File: config.mk
export PLATFORM = sky130hd
export DESIGN_NAME = line_sensor_normalize_and_centroid
export DESIGN_NICKNAME = d
export VERILOG_FILES = /design/src/lsn_pkg.sv /design/src/line_sensor_normalize_and_centroid.sv
export SDC_FILE = /design/constraint.sdc
export NUM_CORES = 1
export LEC_CHECK = 0
export ABC_AREA = 1
export BUFFER_PORTS_ARGS = -buffer_cell sky130_fd_sc_hd__buf_2
export CAP_MARGIN = 30
export CELL_PAD_IN_SITES_DETAIL_PLACEMENT = 1
export CELL_PAD_IN_SITES_GLOBAL_PLACEMENT = 1
export CORE_MARGIN = 10
export CORE_UTILIZATION = 52
export DETAILED_ROUTE_END_ITERATION = 7
export GPL_TIMING_DRIVEN = 0
export PLACE_DENSITY_LB_ADDON = 0.15
export SETUP_SLACK_MARGIN = 0.02
export SLEW_MARGIN = 40
export SYNTH_ARGS = -nofsm -noshare
export SYNTH_HDL_FRONTEND = slang
export SYNTH_SLANG_ARGS = --single-unit
export TNS_END_PERCENT = 5
File: constraint.sdc
create_clock -name clk -period 10.65 [get_ports clk]
set_clock_uncertainty 0.05 [all_clocks]
set_input_delay 2.6625 -clock clk [delete_from_list [all_inputs] [get_ports clk]]
set_output_delay 2.6625 -clock clk [all_outputs]
set_load 0.03 [all_outputs]
File: src/lsn_pkg.sv
// ----------------------------------------------------------------------------
// lsn_pkg
// Shared widths, codes, weights and sequencer states for the line sensor
// normalizer and centroid block.
// ----------------------------------------------------------------------------
package lsn_pkg;

	// scan geometry
	localparam int CHANNELS = 8;
	localparam int CH_W     = $clog2(CHANNELS);

	// field widths
	localparam int SAMPLE_W = 12;
	localparam int LEVEL_W  = 8;
	localparam int POS_W    = 15;
	localparam int IN_W     = 40;
	localparam int OUT_W    = 48;

	// datapath widths: sum of six levels, signed weighted sum, divider
	localparam int SUM_W = 11;
	localparam int ACC_W = 24;
	localparam int QUO_W = 14;
	localparam int DVD_W = 23;
	localparam int CNT_W = 4;
	localparam int WGT_W = 15;
	localparam int TAP_W = 3;

	// divider step counts (quotient bits needed by each division)
	localparam int NDIV_STEPS = 8;
	localparam int CDIV_STEPS = 14;
	localparam int TAPS       = 6;

	// configuration port
	localparam int CFG_IDX_W  = 2;
	localparam int CFG_DATA_W = 8;
	localparam logic [CFG_IDX_W-1:0] REG_THRESHOLD    = 2'd0;
	localparam logic [CFG_IDX_W-1:0] REG_CAPTURE_MODE = 2'd1;

	// capture mode codes
	localparam logic [1:0] CAP_RUN   = 2'd0;
	localparam logic [1:0] CAP_WHITE = 2'd1;
	localparam logic [1:0] CAP_BLACK = 2'd2;

	localparam logic [LEVEL_W-1:0] THRESHOLD_RESET = 8'd70;
	localparam logic [LEVEL_W-1:0] LEVEL_MAX       = 8'd255;

	// centroid weights of channels 1..6
	function automatic logic signed [WGT_W-1:0] tap_weight(input logic [TAP_W-1:0] k);
		logic signed [WGT_W-1:0] w;
		case (k)
			3'd0:    w = -15'sd10000;
			3'd1:    w = -15'sd6000;
			3'd2:    w = -15'sd2000;
			3'd3:    w = 15'sd2000;
			3'd4:    w = 15'sd6000;
			3'd5:    w = 15'sd10000;
			default: w = '0;
		endcase
		return w;
	endfunction

	// sequencer states
	typedef enum logic [7:0] {
		ST_IDLE = 8'b0000_0001,
		ST_CAL  = 8'b0000_0010,
		ST_NDIV = 8'b0000_0100,
		ST_LVL  = 8'b0000_1000,
		ST_MAC  = 8'b0001_0000,
		ST_CSET = 8'b0010_0000,
		ST_CDIV = 8'b0100_0000,
		ST_OUT  = 8'b1000_0000
	} state_t;

endpackage

File: src/line_sensor_normalize_and_centroid.sv
// ----------------------------------------------------------------------------
// line_sensor_normalize_and_centroid
// Median filter, calibrated normalization, line mask and weighted centroid
// for a round-robin scan of infrared line sensor channels.
// ----------------------------------------------------------------------------
// Usage:
// - s_axis carries one request per channel scan step: three 12-bit
//   conversions of the current channel; channels are taken in turn 0..7.
// - m_axis returns one result per request: channel, raw level, normalized
//   level, line mask and the signed centroid position of channels 1..6.
// - cfg_wen/cfg_index/cfg_wdata write threshold (index 0) and capture mode
//   (index 1); write only while no request is in flight.
// - From input accept to result valid a request passes a calibration step,
//   8 steps of the shared restoring divider for the level, a 6-step
//   multiply-accumulate over the stored levels, 14 divider steps for the
//   centroid, plus set-up and output states. Clamped levels and an empty
//   centroid skip their division.
// - One request is worked on at a time; s_axis_tready is high only while
//   the sequencer waits for input.
// - The result sits in an output register: the next request is taken while
//   it waits, and a finished result holds in the last step until the
//   register is free.
// - Reset clears calibration levels, stored levels, the mask and the
//   channel counter, and loads the threshold with 70.
// ----------------------------------------------------------------------------
module line_sensor_normalize_and_centroid (
	input  logic                            clk,
	input  logic                            arst_n,
	// config write port
	input  logic                            cfg_wen,
	input  logic [lsn_pkg::CFG_IDX_W-1:0]   cfg_index,
	input  logic [lsn_pkg::CFG_DATA_W-1:0]  cfg_wdata,
	// input stream
	input  logic                            s_axis_tvalid,
	output logic                            s_axis_tready,
	input  logic [lsn_pkg::IN_W-1:0]        s_axis_tdata,  // sample_a, sample_b, sample_c
	// output stream
	output logic                            m_axis_tvalid,
	input  logic                            m_axis_tready,
	output logic [lsn_pkg::OUT_W-1:0]       m_axis_tdata   // channel, raw_level,
	                                                       // normalized_level, line_mask,
	                                                       // position
);
	import lsn_pkg::*;

	state_t state_q;

	logic [LEVEL_W-1:0]    thr_q;
	logic [1:0]            mode_q;
	logic [CH_W-1:0]       ch_q;
	logic [LEVEL_W-1:0]    white_q [CHANNELS];
	logic [LEVEL_W-1:0]    black_q [CHANNELS];
	logic [LEVEL_W-1:0]    level_q [CHANNELS];
	logic [CHANNELS-1:0]   mask_q;

	logic [LEVEL_W-1:0]    raw_q;
	logic [LEVEL_W-1:0]    lvl_q;
	logic [SUM_W-1:0]      rem_q;
	logic [SUM_W-1:0]      div_q;
	logic [DVD_W-1:0]      dvd_q;
	logic [QUO_W-1:0]      quo_q;
	logic [CNT_W-1:0]      cnt_q;
	logic [TAP_W-1:0]      tap_q;
	logic signed [ACC_W-1:0] acc_q;
	logic [SUM_W-1:0]      sum_q;
	logic                  neg_q;
	logic signed [POS_W-1:0] pos_q;

	logic                  in_acc;
	logic                  out_load;
	logic [LEVEL_W-1:0]    sa, sb, sc, med;

	// input accept and output register load
	assign s_axis_tready = (state_q == ST_IDLE);
	assign in_acc        = s_axis_tvalid && s_axis_tready;
	assign out_load      = (state_q == ST_OUT) && (!m_axis_tvalid || m_axis_tready);

	// median of the three conversions, each reduced to 8 bits
	always_comb begin
		sa = s_axis_tdata[SAMPLE_W-1:SAMPLE_W-LEVEL_W];
		sb = s_axis_tdata[2*SAMPLE_W-1:2*SAMPLE_W-LEVEL_W];
		sc = s_axis_tdata[3*SAMPLE_W-1:3*SAMPLE_W-LEVEL_W];
		if ((sa >= sb && sb >= sc) || (sc >= sb && sb >= sa)) begin
			med = sb;
		end else if ((sb >= sa && sa >= sc) || (sc >= sa && sa >= sb)) begin
			med = sa;
		end else begin
			med = sc;
		end
	end

	// calibration levels after this cycle's capture
	logic                  cap_w, cap_b;
	logic [LEVEL_W-1:0]    wht_eff, blk_eff, span, diff;
	logic [2*LEVEL_W-1:0]  ndvd;

	always_comb begin
		cap_w   = (mode_q == CAP_WHITE) && (raw_q > white_q[ch_q]);
		cap_b   = (mode_q == CAP_BLACK) && (raw_q > black_q[ch_q]);
		wht_eff = cap_w ? raw_q : white_q[ch_q];
		blk_eff = cap_b ? raw_q : black_q[ch_q];
		span    = wht_eff - blk_eff;
		diff    = raw_q - blk_eff;
		// 255 * diff
		ndvd    = {diff, {LEVEL_W{1'b0}}} - {{LEVEL_W{1'b0}}, diff};
	end

	// shared restoring divider step
	logic [SUM_W:0]        trial;
	logic                  ge;
	logic [SUM_W-1:0]      rem_nx;
	logic [QUO_W-1:0]      quo_nx;

	always_comb begin
		trial  = {rem_q, dvd_q[DVD_W-1]};
		ge     = trial >= {1'b0, div_q};
		rem_nx = ge ? SUM_W'(trial - {1'b0, div_q}) : trial[SUM_W-1:0];
		quo_nx = {quo_q[QUO_W-2:0], ge};
	end

	// weighted tap product and centroid operand
	logic [CH_W-1:0]           tap_idx;
	logic signed [ACC_W-1:0]   prod;
	logic [ACC_W-1:0]          mag;
	logic [QUO_W:0]            qpos;

	always_comb begin
		tap_idx = CH_W'(tap_q) + CH_W'(1);
		prod    = ACC_W'(tap_weight(tap_q)) * ACC_W'($signed({1'b0, level_q[tap_idx]}));
		mag     = (acc_q < 0) ? ACC_W'(-acc_q) : ACC_W'(acc_q);
		qpos    = {1'b0, quo_nx};
	end

	// sequencer, configuration and channel state
	always_ff @(posedge clk or negedge arst_n) begin
		if (!arst_n) begin
			state_q       <= ST_IDLE;
			thr_q         <= THRESHOLD_RESET;
			mode_q        <= CAP_RUN;
			ch_q          <= '0;
			mask_q        <= '0;
			m_axis_tvalid <= 1'b0;
			for (int i = 0; i < CHANNELS; i++) begin
				white_q[i] <= '0;
				black_q[i] <= '0;
				level_q[i] <= '0;
			end
		end else begin
			if (cfg_wen) begin
				unique case (cfg_index)
					REG_THRESHOLD:    thr_q  <= cfg_wdata[LEVEL_W-1:0];
					REG_CAPTURE_MODE: mode_q <= cfg_wdata[1:0];
					default:          ;
				endcase
			end

			// output valid: set on load, cleared when taken
			if (out_load) begin
				m_axis_tvalid <= 1'b1;
			end else if (m_axis_tready) begin
				m_axis_tvalid <= 1'b0;
			end

			unique case (state_q)
				ST_IDLE: begin
					if (in_acc) begin
						state_q <= ST_CAL;
					end
				end
				ST_CAL: begin
					if (cap_w) begin
						white_q[ch_q] <= raw_q;
					end
					if (cap_b) begin
						black_q[ch_q] <= raw_q;
					end
					if (raw_q < blk_eff || raw_q > wht_eff || span == '0) begin
						state_q <= ST_LVL;
					end else begin
						state_q <= ST_NDIV;
					end
				end
				ST_NDIV: begin
					if (cnt_q == '0) begin
						state_q <= ST_LVL;
					end
				end
				ST_LVL: begin
					level_q[ch_q] <= lvl_q;
					mask_q[ch_q]  <= (lvl_q > thr_q);
					state_q       <= ST_MAC;
				end
				ST_MAC: begin
					if (tap_q == TAP_W'(TAPS - 1)) begin
						state_q <= ST_CSET;
					end
				end
				ST_CSET: begin
					state_q <= (sum_q == '0) ? ST_OUT : ST_CDIV;
				end
				ST_CDIV: begin
					if (cnt_q == '0) begin
						state_q <= ST_OUT;
					end
				end
				ST_OUT: begin
					if (out_load) begin
						ch_q    <= (ch_q == CH_W'(CHANNELS - 1)) ? '0 : ch_q + CH_W'(1);
						state_q <= ST_IDLE;
					end
				end
				default: state_q <= ST_IDLE;
			endcase
		end
	end

	// datapath registers
	always_ff @(posedge clk) begin
		case (state_q)
			ST_IDLE: begin
				if (in_acc) begin
					raw_q <= med;
				end
			end
			ST_CAL: begin
				if (raw_q < blk_eff) begin
					lvl_q <= '0;
				end else if (raw_q > wht_eff) begin
					lvl_q <= LEVEL_MAX;
				end else if (span == '0) begin
					lvl_q <= '0;
				end
				// quotient is below 256, so the top byte starts as remainder
				rem_q <= SUM_W'(ndvd[2*LEVEL_W-1:LEVEL_W]);
				dvd_q <= {ndvd[LEVEL_W-1:0], {(DVD_W-LEVEL_W){1'b0}}};
				div_q <= SUM_W'(span);
				quo_q <= '0;
				cnt_q <= CNT_W'(NDIV_STEPS - 1);
			end
			ST_NDIV, ST_CDIV: begin
				rem_q <= rem_nx;
				dvd_q <= {dvd_q[DVD_W-2:0], 1'b0};
				quo_q <= quo_nx;
				cnt_q <= cnt_q - CNT_W'(1);
				if (cnt_q == '0) begin
					if (state_q == ST_NDIV) begin
						lvl_q <= quo_nx[LEVEL_W-1:0];
					end else begin
						pos_q <= neg_q ? POS_W'(-$signed(qpos)) : POS_W'($signed(qpos));
					end
				end
			end
			ST_LVL: begin
				acc_q <= '0;
				sum_q <= '0;
				tap_q <= '0;
			end
			ST_MAC: begin
				acc_q <= acc_q + prod;
				sum_q <= sum_q + SUM_W'(level_q[tap_idx]);
				tap_q <= tap_q + TAP_W'(1);
			end
			ST_CSET: begin
				// centroid magnitude stays below 2^14 times the level sum
				neg_q <= (acc_q < 0);
				pos_q <= '0;
				rem_q <= SUM_W'(mag[DVD_W-1:CDIV_STEPS]);
				dvd_q <= {mag[CDIV_STEPS-1:0], {(DVD_W-CDIV_STEPS){1'b0}}};
				div_q <= sum_q;
				quo_q <= '0;
				cnt_q <= CNT_W'(CDIV_STEPS - 1);
			end
			ST_OUT: begin
				if (out_load) begin
					m_axis_tdata <= {{(OUT_W - POS_W - 3*LEVEL_W - 3){1'b0}},
						pos_q, mask_q[LEVEL_W-1:0], lvl_q, raw_q, ch_q[2:0]};
				end
			end
			default: ;
		endcase
	end

	// divider never runs on a zero divisor
	a_div_nonzero: assert property (@(posedge clk) disable iff (!arst_n)
		(state_q == ST_NDIV || state_q == ST_CDIV) |-> (div_q != '0))
		else $error("divider started with zero divisor");

	// partial remainder stays below the divisor
	a_rem_bound: assert property (@(posedge clk) disable iff (!arst_n)
		(state_q == ST_NDIV || state_q == ST_CDIV) |-> (rem_q < div_q))
		else $error("divider remainder out of range");

	// one request in flight at a time
	a_single: assert property (@(posedge clk) disable iff (!arst_n)
		in_acc |=> !s_axis_tready)
		else $error("input taken while busy");

	// line bit of the finished channel matches its level
	a_mask_bit: assert property (@(posedge clk) disable iff (!arst_n)
		(state_q == ST_OUT) |-> (mask_q[ch_q] == (lvl_q > thr_q)))
		else $error("line mask bit disagrees with level");

endmodule
==> impl_table.tex <==
\begin{tabular}{lr}
\hline
Metric & Value \\
\hline
\multicolumn{2}{l}{\textbf{Status}} \\
\quad Outcome & completed \\
\multicolumn{2}{l}{\textbf{Yosys}} \\
\quad Syn. warnings & 0 \\
\quad Average instance area after synthesis & 8.85 um\^{}2 \\
\quad Cell area after technology mapping & 0.0238 mm\^{}2 \\
\quad Async set-reset flop share out of synthesis & 0.586 \\
\quad Post-synthesis cell type with the largest combined area & sky130\_fd\_sc\_hd\_\_dfrtp\_1 \\
\quad Post-synthesis register bit count & 379 \\
\quad Synth cell count leaders & 620 x sky130\_fd\_sc\_hd\_\_nand2\_1, 376 x sky130\_fd\_sc\_hd\_\_inv\_1, 218 x sky130\_fd\_sc\_hd\_\_dfrtp\_1, 177 x sky130\_fd\_sc\_hd\_\_nor2\_1, 175 x sky130\_fd\_sc\_hd\_\_o21ai\_0 \\
\quad Sequential element share of the synthesized area & 0.431 \\
\quad Count of unique library cells instantiated by Yosys & 62 \\
\quad Share of the synthesized area in the top cell type & 0.229 \\
\quad Most frequent cell after synthesis & sky130\_fd\_sc\_hd\_\_nand2\_1 \\
\quad Cell types with the largest area share after synthesis & sky130\_fd\_sc\_hd\_\_dfrtp\_1 23\%, sky130\_fd\_sc\_hd\_\_edfxtp\_1 20\%, sky130\_fd\_sc\_hd\_\_nand2\_1 9.8\% \\
\quad Dominant synthesized flop cell & sky130\_fd\_sc\_hd\_\_dfrtp\_1 \\
\quad Post-Synthesis Cells & 2694 \\
\quad EDFF count, synth & 157 \\
\multicolumn{2}{l}{\textbf{Timing}} \\
\quad Worst slew margin relative to its limit & 0.430 \\
\quad Final period util & 0.784 \\
\quad Total count of max-transition violations in the final report & 0 \\
\quad Slew at the pin closest to its max-slew limit & 854 ps \\
\quad Sum of negative setup slack & 0 ps \\
\quad Count of final setup violators & 0 \\
\quad Number of failing hold endpoints at the final stage & 0 \\
\quad Fmax & 0.120 GHz \\
\quad Shortest clock period the worst path allows after layout & 8350 ps \\
\quad Setup repair after global routing missed its margin & false \\
\quad Hold Slack & 369 ps \\
\multicolumn{2}{l}{\textbf{Clocking}} \\
\quad Clock-pin slew of the registers on the worst-case setup and hold paths & 60 ps \\
\quad CTS tree & yes \\
\quad H-tree lvl count & 2 \\
\quad Buffers inserted by post-CTS timing repair & 0 \\
\quad Clock Latency Late Sink & 610 ps \\
\quad Bufs on Longest Clock Path & 3 \\
\quad Number of hold-repair buffers added at the cts stage & 0 \\
\quad Clock sink count & 379 \\
\quad CTS buffer count & 43 \\
\quad Number of resized instances in the post-cts repair step & 0 \\
\quad Clk Tree Root Cell & sky130\_fd\_sc\_hd\_\_clkbuf\_16 \\
\multicolumn{2}{l}{\textbf{Pwr}} \\
\quad Leakage component of the power & 12.9 nW \\
\quad Overall Power & 9.20 mW \\
\quad Maximum vdd drop & 659 uV \\
\quad Pwr/cell area & 346 mW/mm\^{}2 \\
\multicolumn{2}{l}{\textbf{Drt}} \\
\quad Wire length on met3 & 4.18 mm \\
\quad Router iterations before antenna repair & 6 \\
\quad Initial detailed-routing violation count & 1650 \\
\quad Highest signal layer in the routed design & met4 \\
\quad Detailed-route wire length on metal 1 & 32.6 mm \\
\quad Total Wirelength & 75.8 mm \\
\quad Detailed-routed wire length on met2 & 37.1 mm \\
\quad Number of vias per cell & 5.82 \\
\quad Detail Route Antenna Nets & 0 \\
\quad DRC violation count after routing & 0 \\
\quad Average routed wire per standard cell & 21.9 um \\
\quad Total via count in the routed design & 20200 \\
\multicolumn{2}{l}{\textbf{Setup path}} \\
\quad Buffers \& Inverters on Critical Path & 12 \\
\quad Total stage count of the critical path & 30 \\
\quad Slack of the worst reg-to-reg path & 2300 ps \\
\quad Master of the slowest instance on the critical path & sky130\_fd\_sc\_hd\_\_fa\_1 \\
\quad Arrival time of the worst setup path & 8720 ps \\
\quad Classification of the worst setup path & reg2reg \\
\quad R2R depth & 30 \\
\quad Worst Setup Start Kind & register \\
\quad Required time reported for the critical path endpoint & 11020 ps \\
\quad Highest fanout seen on the critical path & 11 \\
\quad Cell repeated most along the worst path & sky130\_fd\_sc\_hd\_\_inv\_1 \\
\quad Worst R2R Start & tap\_q[0] \\
\quad Cell class contributing the biggest share of worst-path delay & adder cells \\
\quad Endpoint of the most critical register-to-register path & acc\_q[16] \\
\quad Critical path capture point type & register \\
\quad Slowest stage delay, CP & 640 ps \\
\multicolumn{2}{l}{\textbf{Floorplan}} \\
\quad Die Ht & 234 um \\
\quad Floorplan core area & 0.0454 mm\^{}2 \\
\quad Number of standard-cell rows in the floorplan & 78 \\
\quad Horizontal die dimension & 234 um \\
\quad Die area & 0.0548 mm\^{}2 \\
\quad I/O pins & 105 \\
\quad Starting density of the core & 0.525 \\
\multicolumn{2}{l}{\textbf{Global routing}} \\
\quad Antenna violations before repair & 0 \\
\quad Overall Global Routing Usage & 0.279 \\
\quad Remaining Overflow, GRT & 0 \\
\quad Vias in the first global route & 21900 \\
\quad Maximum number of pins on one net before global-route repair & 76 \\
\quad First-pass GRT wire length & 121 mm \\
\multicolumn{2}{l}{\textbf{Worst hold path}} \\
\quad Hold Path Sink & m\_axis\_tdata[29] \\
\quad Kind of path behind the tightest hold check & reg2reg \\
\quad Hold path startpoint & pos\_q[2] \\
\quad Worst hold stages & 0 \\
\multicolumn{2}{l}{\textbf{Cells and area}} \\
\quad Layout-stage area growth over the synthesis result & 11.7\% \\
\quad Final instance area & 0.0266 mm\^{}2 \\
\quad N\_diodes & 0 \\
\quad Post-layout net count & 3127 \\
\quad Proportion of layout cells with a drive suffix above 1 & 0.105 \\
\quad Number of inserted filler cells in the final layout & 5364 \\
\multicolumn{2}{l}{\textbf{Flow run}} \\
\quad Max-cap violation count & 0 \\
\multicolumn{2}{l}{\textbf{Placed design}} \\
\quad Port Buffers & 82 \\
\quad Dpl hpwl & 56.0 mm \\
\quad Standard cell area after detailed placement & 0.0252 mm\^{}2 \\
\quad Final estimated routing congestion in global placement & 0.889 \\
\hline
\end{tabular}
==> state kept, by name, indices dropped and copies added (netlist names), 8 cells and up <==
name,count
mask_q,8
level_q,64
sum_q,11
m_axis_tdata,42
quo_q,13
pos_q,15
state_q,8
rem_q,11
black_q,64
raw_q,8
acc_q,20
dvd_q,10
white_q,64
lvl_q,8
thr_q,8
div_q,11
==> metal layers <==
| metal | vias to the layer above | track usage |
|---|---|---|
| met4 | 0 | 0.0798 |
| met5 | - | 0 |
| met1 | 10300 | 0.365 |
| met2 | 564 | 0.474 |
| met3 | 127 | 0.0422 |
| li1 | 9209 | - |
==> logic make-up (layout without fill, tap and decap cells) <==
group                      count (synthesis)  in the layout  share of synthesized area
other                                      1              6                   0.000157
AOI/OAI and AO/OA                        586            586                      0.143
adders and majority gates                239            239                      0.153
buffers and inverters                    479            648                     0.0861
DFF                                      379            379                      0.431
xor gates and xnor gates                  33             33                     0.0124
and+or+nand+nor                          977            977                      0.175
==> through the flow <==
step | std cells | util | setup slack, ps
2_1_floorplan | 2699 | - | 3690
3_5_place_dp | 3388 | 0.556 | 2450
3_3_place_gp | 3381 | 0.551 | 2490
6_report | 3468 | 0.587 | 2300
5_1_grt | 3468 | 0.587 | 1730
4_1_cts | 3468 | 0.587 | 2330
==> report_power, final <==
part | internal, mW | total, mW | leakage [nW] | switching, mW
Combinational | 1.88 | 5.52 | 7.77 | 3.64
Clock | 0.855 | 1.52 | 0.691 | 0.661
Sequential | 1.94 | 2.17 | 4.44 | 0.231
Total | 4.67 | 9.20 | 12.9 | 4.54
==> how the worst max path moves through the flow <==
stage,slack [ps],startpoint,to
2_1_floorplan,3690,tap_q[0],acc_q[23]
3_3_place_gp,2490,tap_q[0],acc_q[22]
3_5_place_dp,2450,tap_q[0],acc_q[22]
4_1_cts,2330,tap_q[0],acc_q[22]
5_1_grt,1730,tap_q[0],acc_q[22]
6_report,2300,tap_q[0],acc_q[16]
==> final cells by class <==
| type | instances | area (um^2) | area share |
|---|---|---|---|
| clock buffers | 57 | 1200 | 0.0451 |
| inverters | 394 | 1480 | 0.0556 |
| well taps | 600 | 751 | 0.0282 |
| flip-flops and latches | 379 | 10300 | 0.386 |
| plain buffers | 85 | 573 | 0.0215 |
| clock inverters | 23 | 210 | 0.00789 |
| repair buffers | 89 | 576 | 0.0216 |
| multi-input cells | 1841 | 11600 | 0.434 |
==> worst register-to-register path: cells and delay by family, from the launching register on <==
kind	cells	cell delay, ps
buffers and inverters	12	2170
AND/OR/NAND/NOR	6	830
flip-flops	1	440
AO/OA/AOI/OAI	5	1370
adder cells (fa/ha/maj)	7	3280
==> cell usage in the layout (no fill, tap or decap), types with 19 or more instances in the layout <==
cell type and instances:
sky130_fd_sc_hd__fa_1 86, sky130_fd_sc_hd__nor2_1 176, sky130_fd_sc_hd__o21ai_1 132, sky130_fd_sc_hd__a21oi_1 148
sky130_fd_sc_hd__dfrtp_1 218, sky130_fd_sc_hd__nand3_1 77, sky130_fd_sc_hd__buf_2 102, sky130_fd_sc_hd__ha_1 153
sky130_fd_sc_hd__nand4_1 28, sky130_fd_sc_hd__o21ai_0 174, sky130_fd_sc_hd__xor2_1 20, sky130_fd_sc_hd__edfxtp_1 157
sky130_fd_sc_hd__inv_1 376, sky130_fd_sc_hd__nand2_1 618, sky130_fd_sc_hd__buf_6 22, sky130_fd_sc_hd__clkbuf_1 30
sky130_fd_sc_hd__a22o_1 23, sky130_fd_sc_hd__clkbuf_16 45, sky130_fd_sc_hd__nor3_1 19
(Power assumes the default switching activity.)
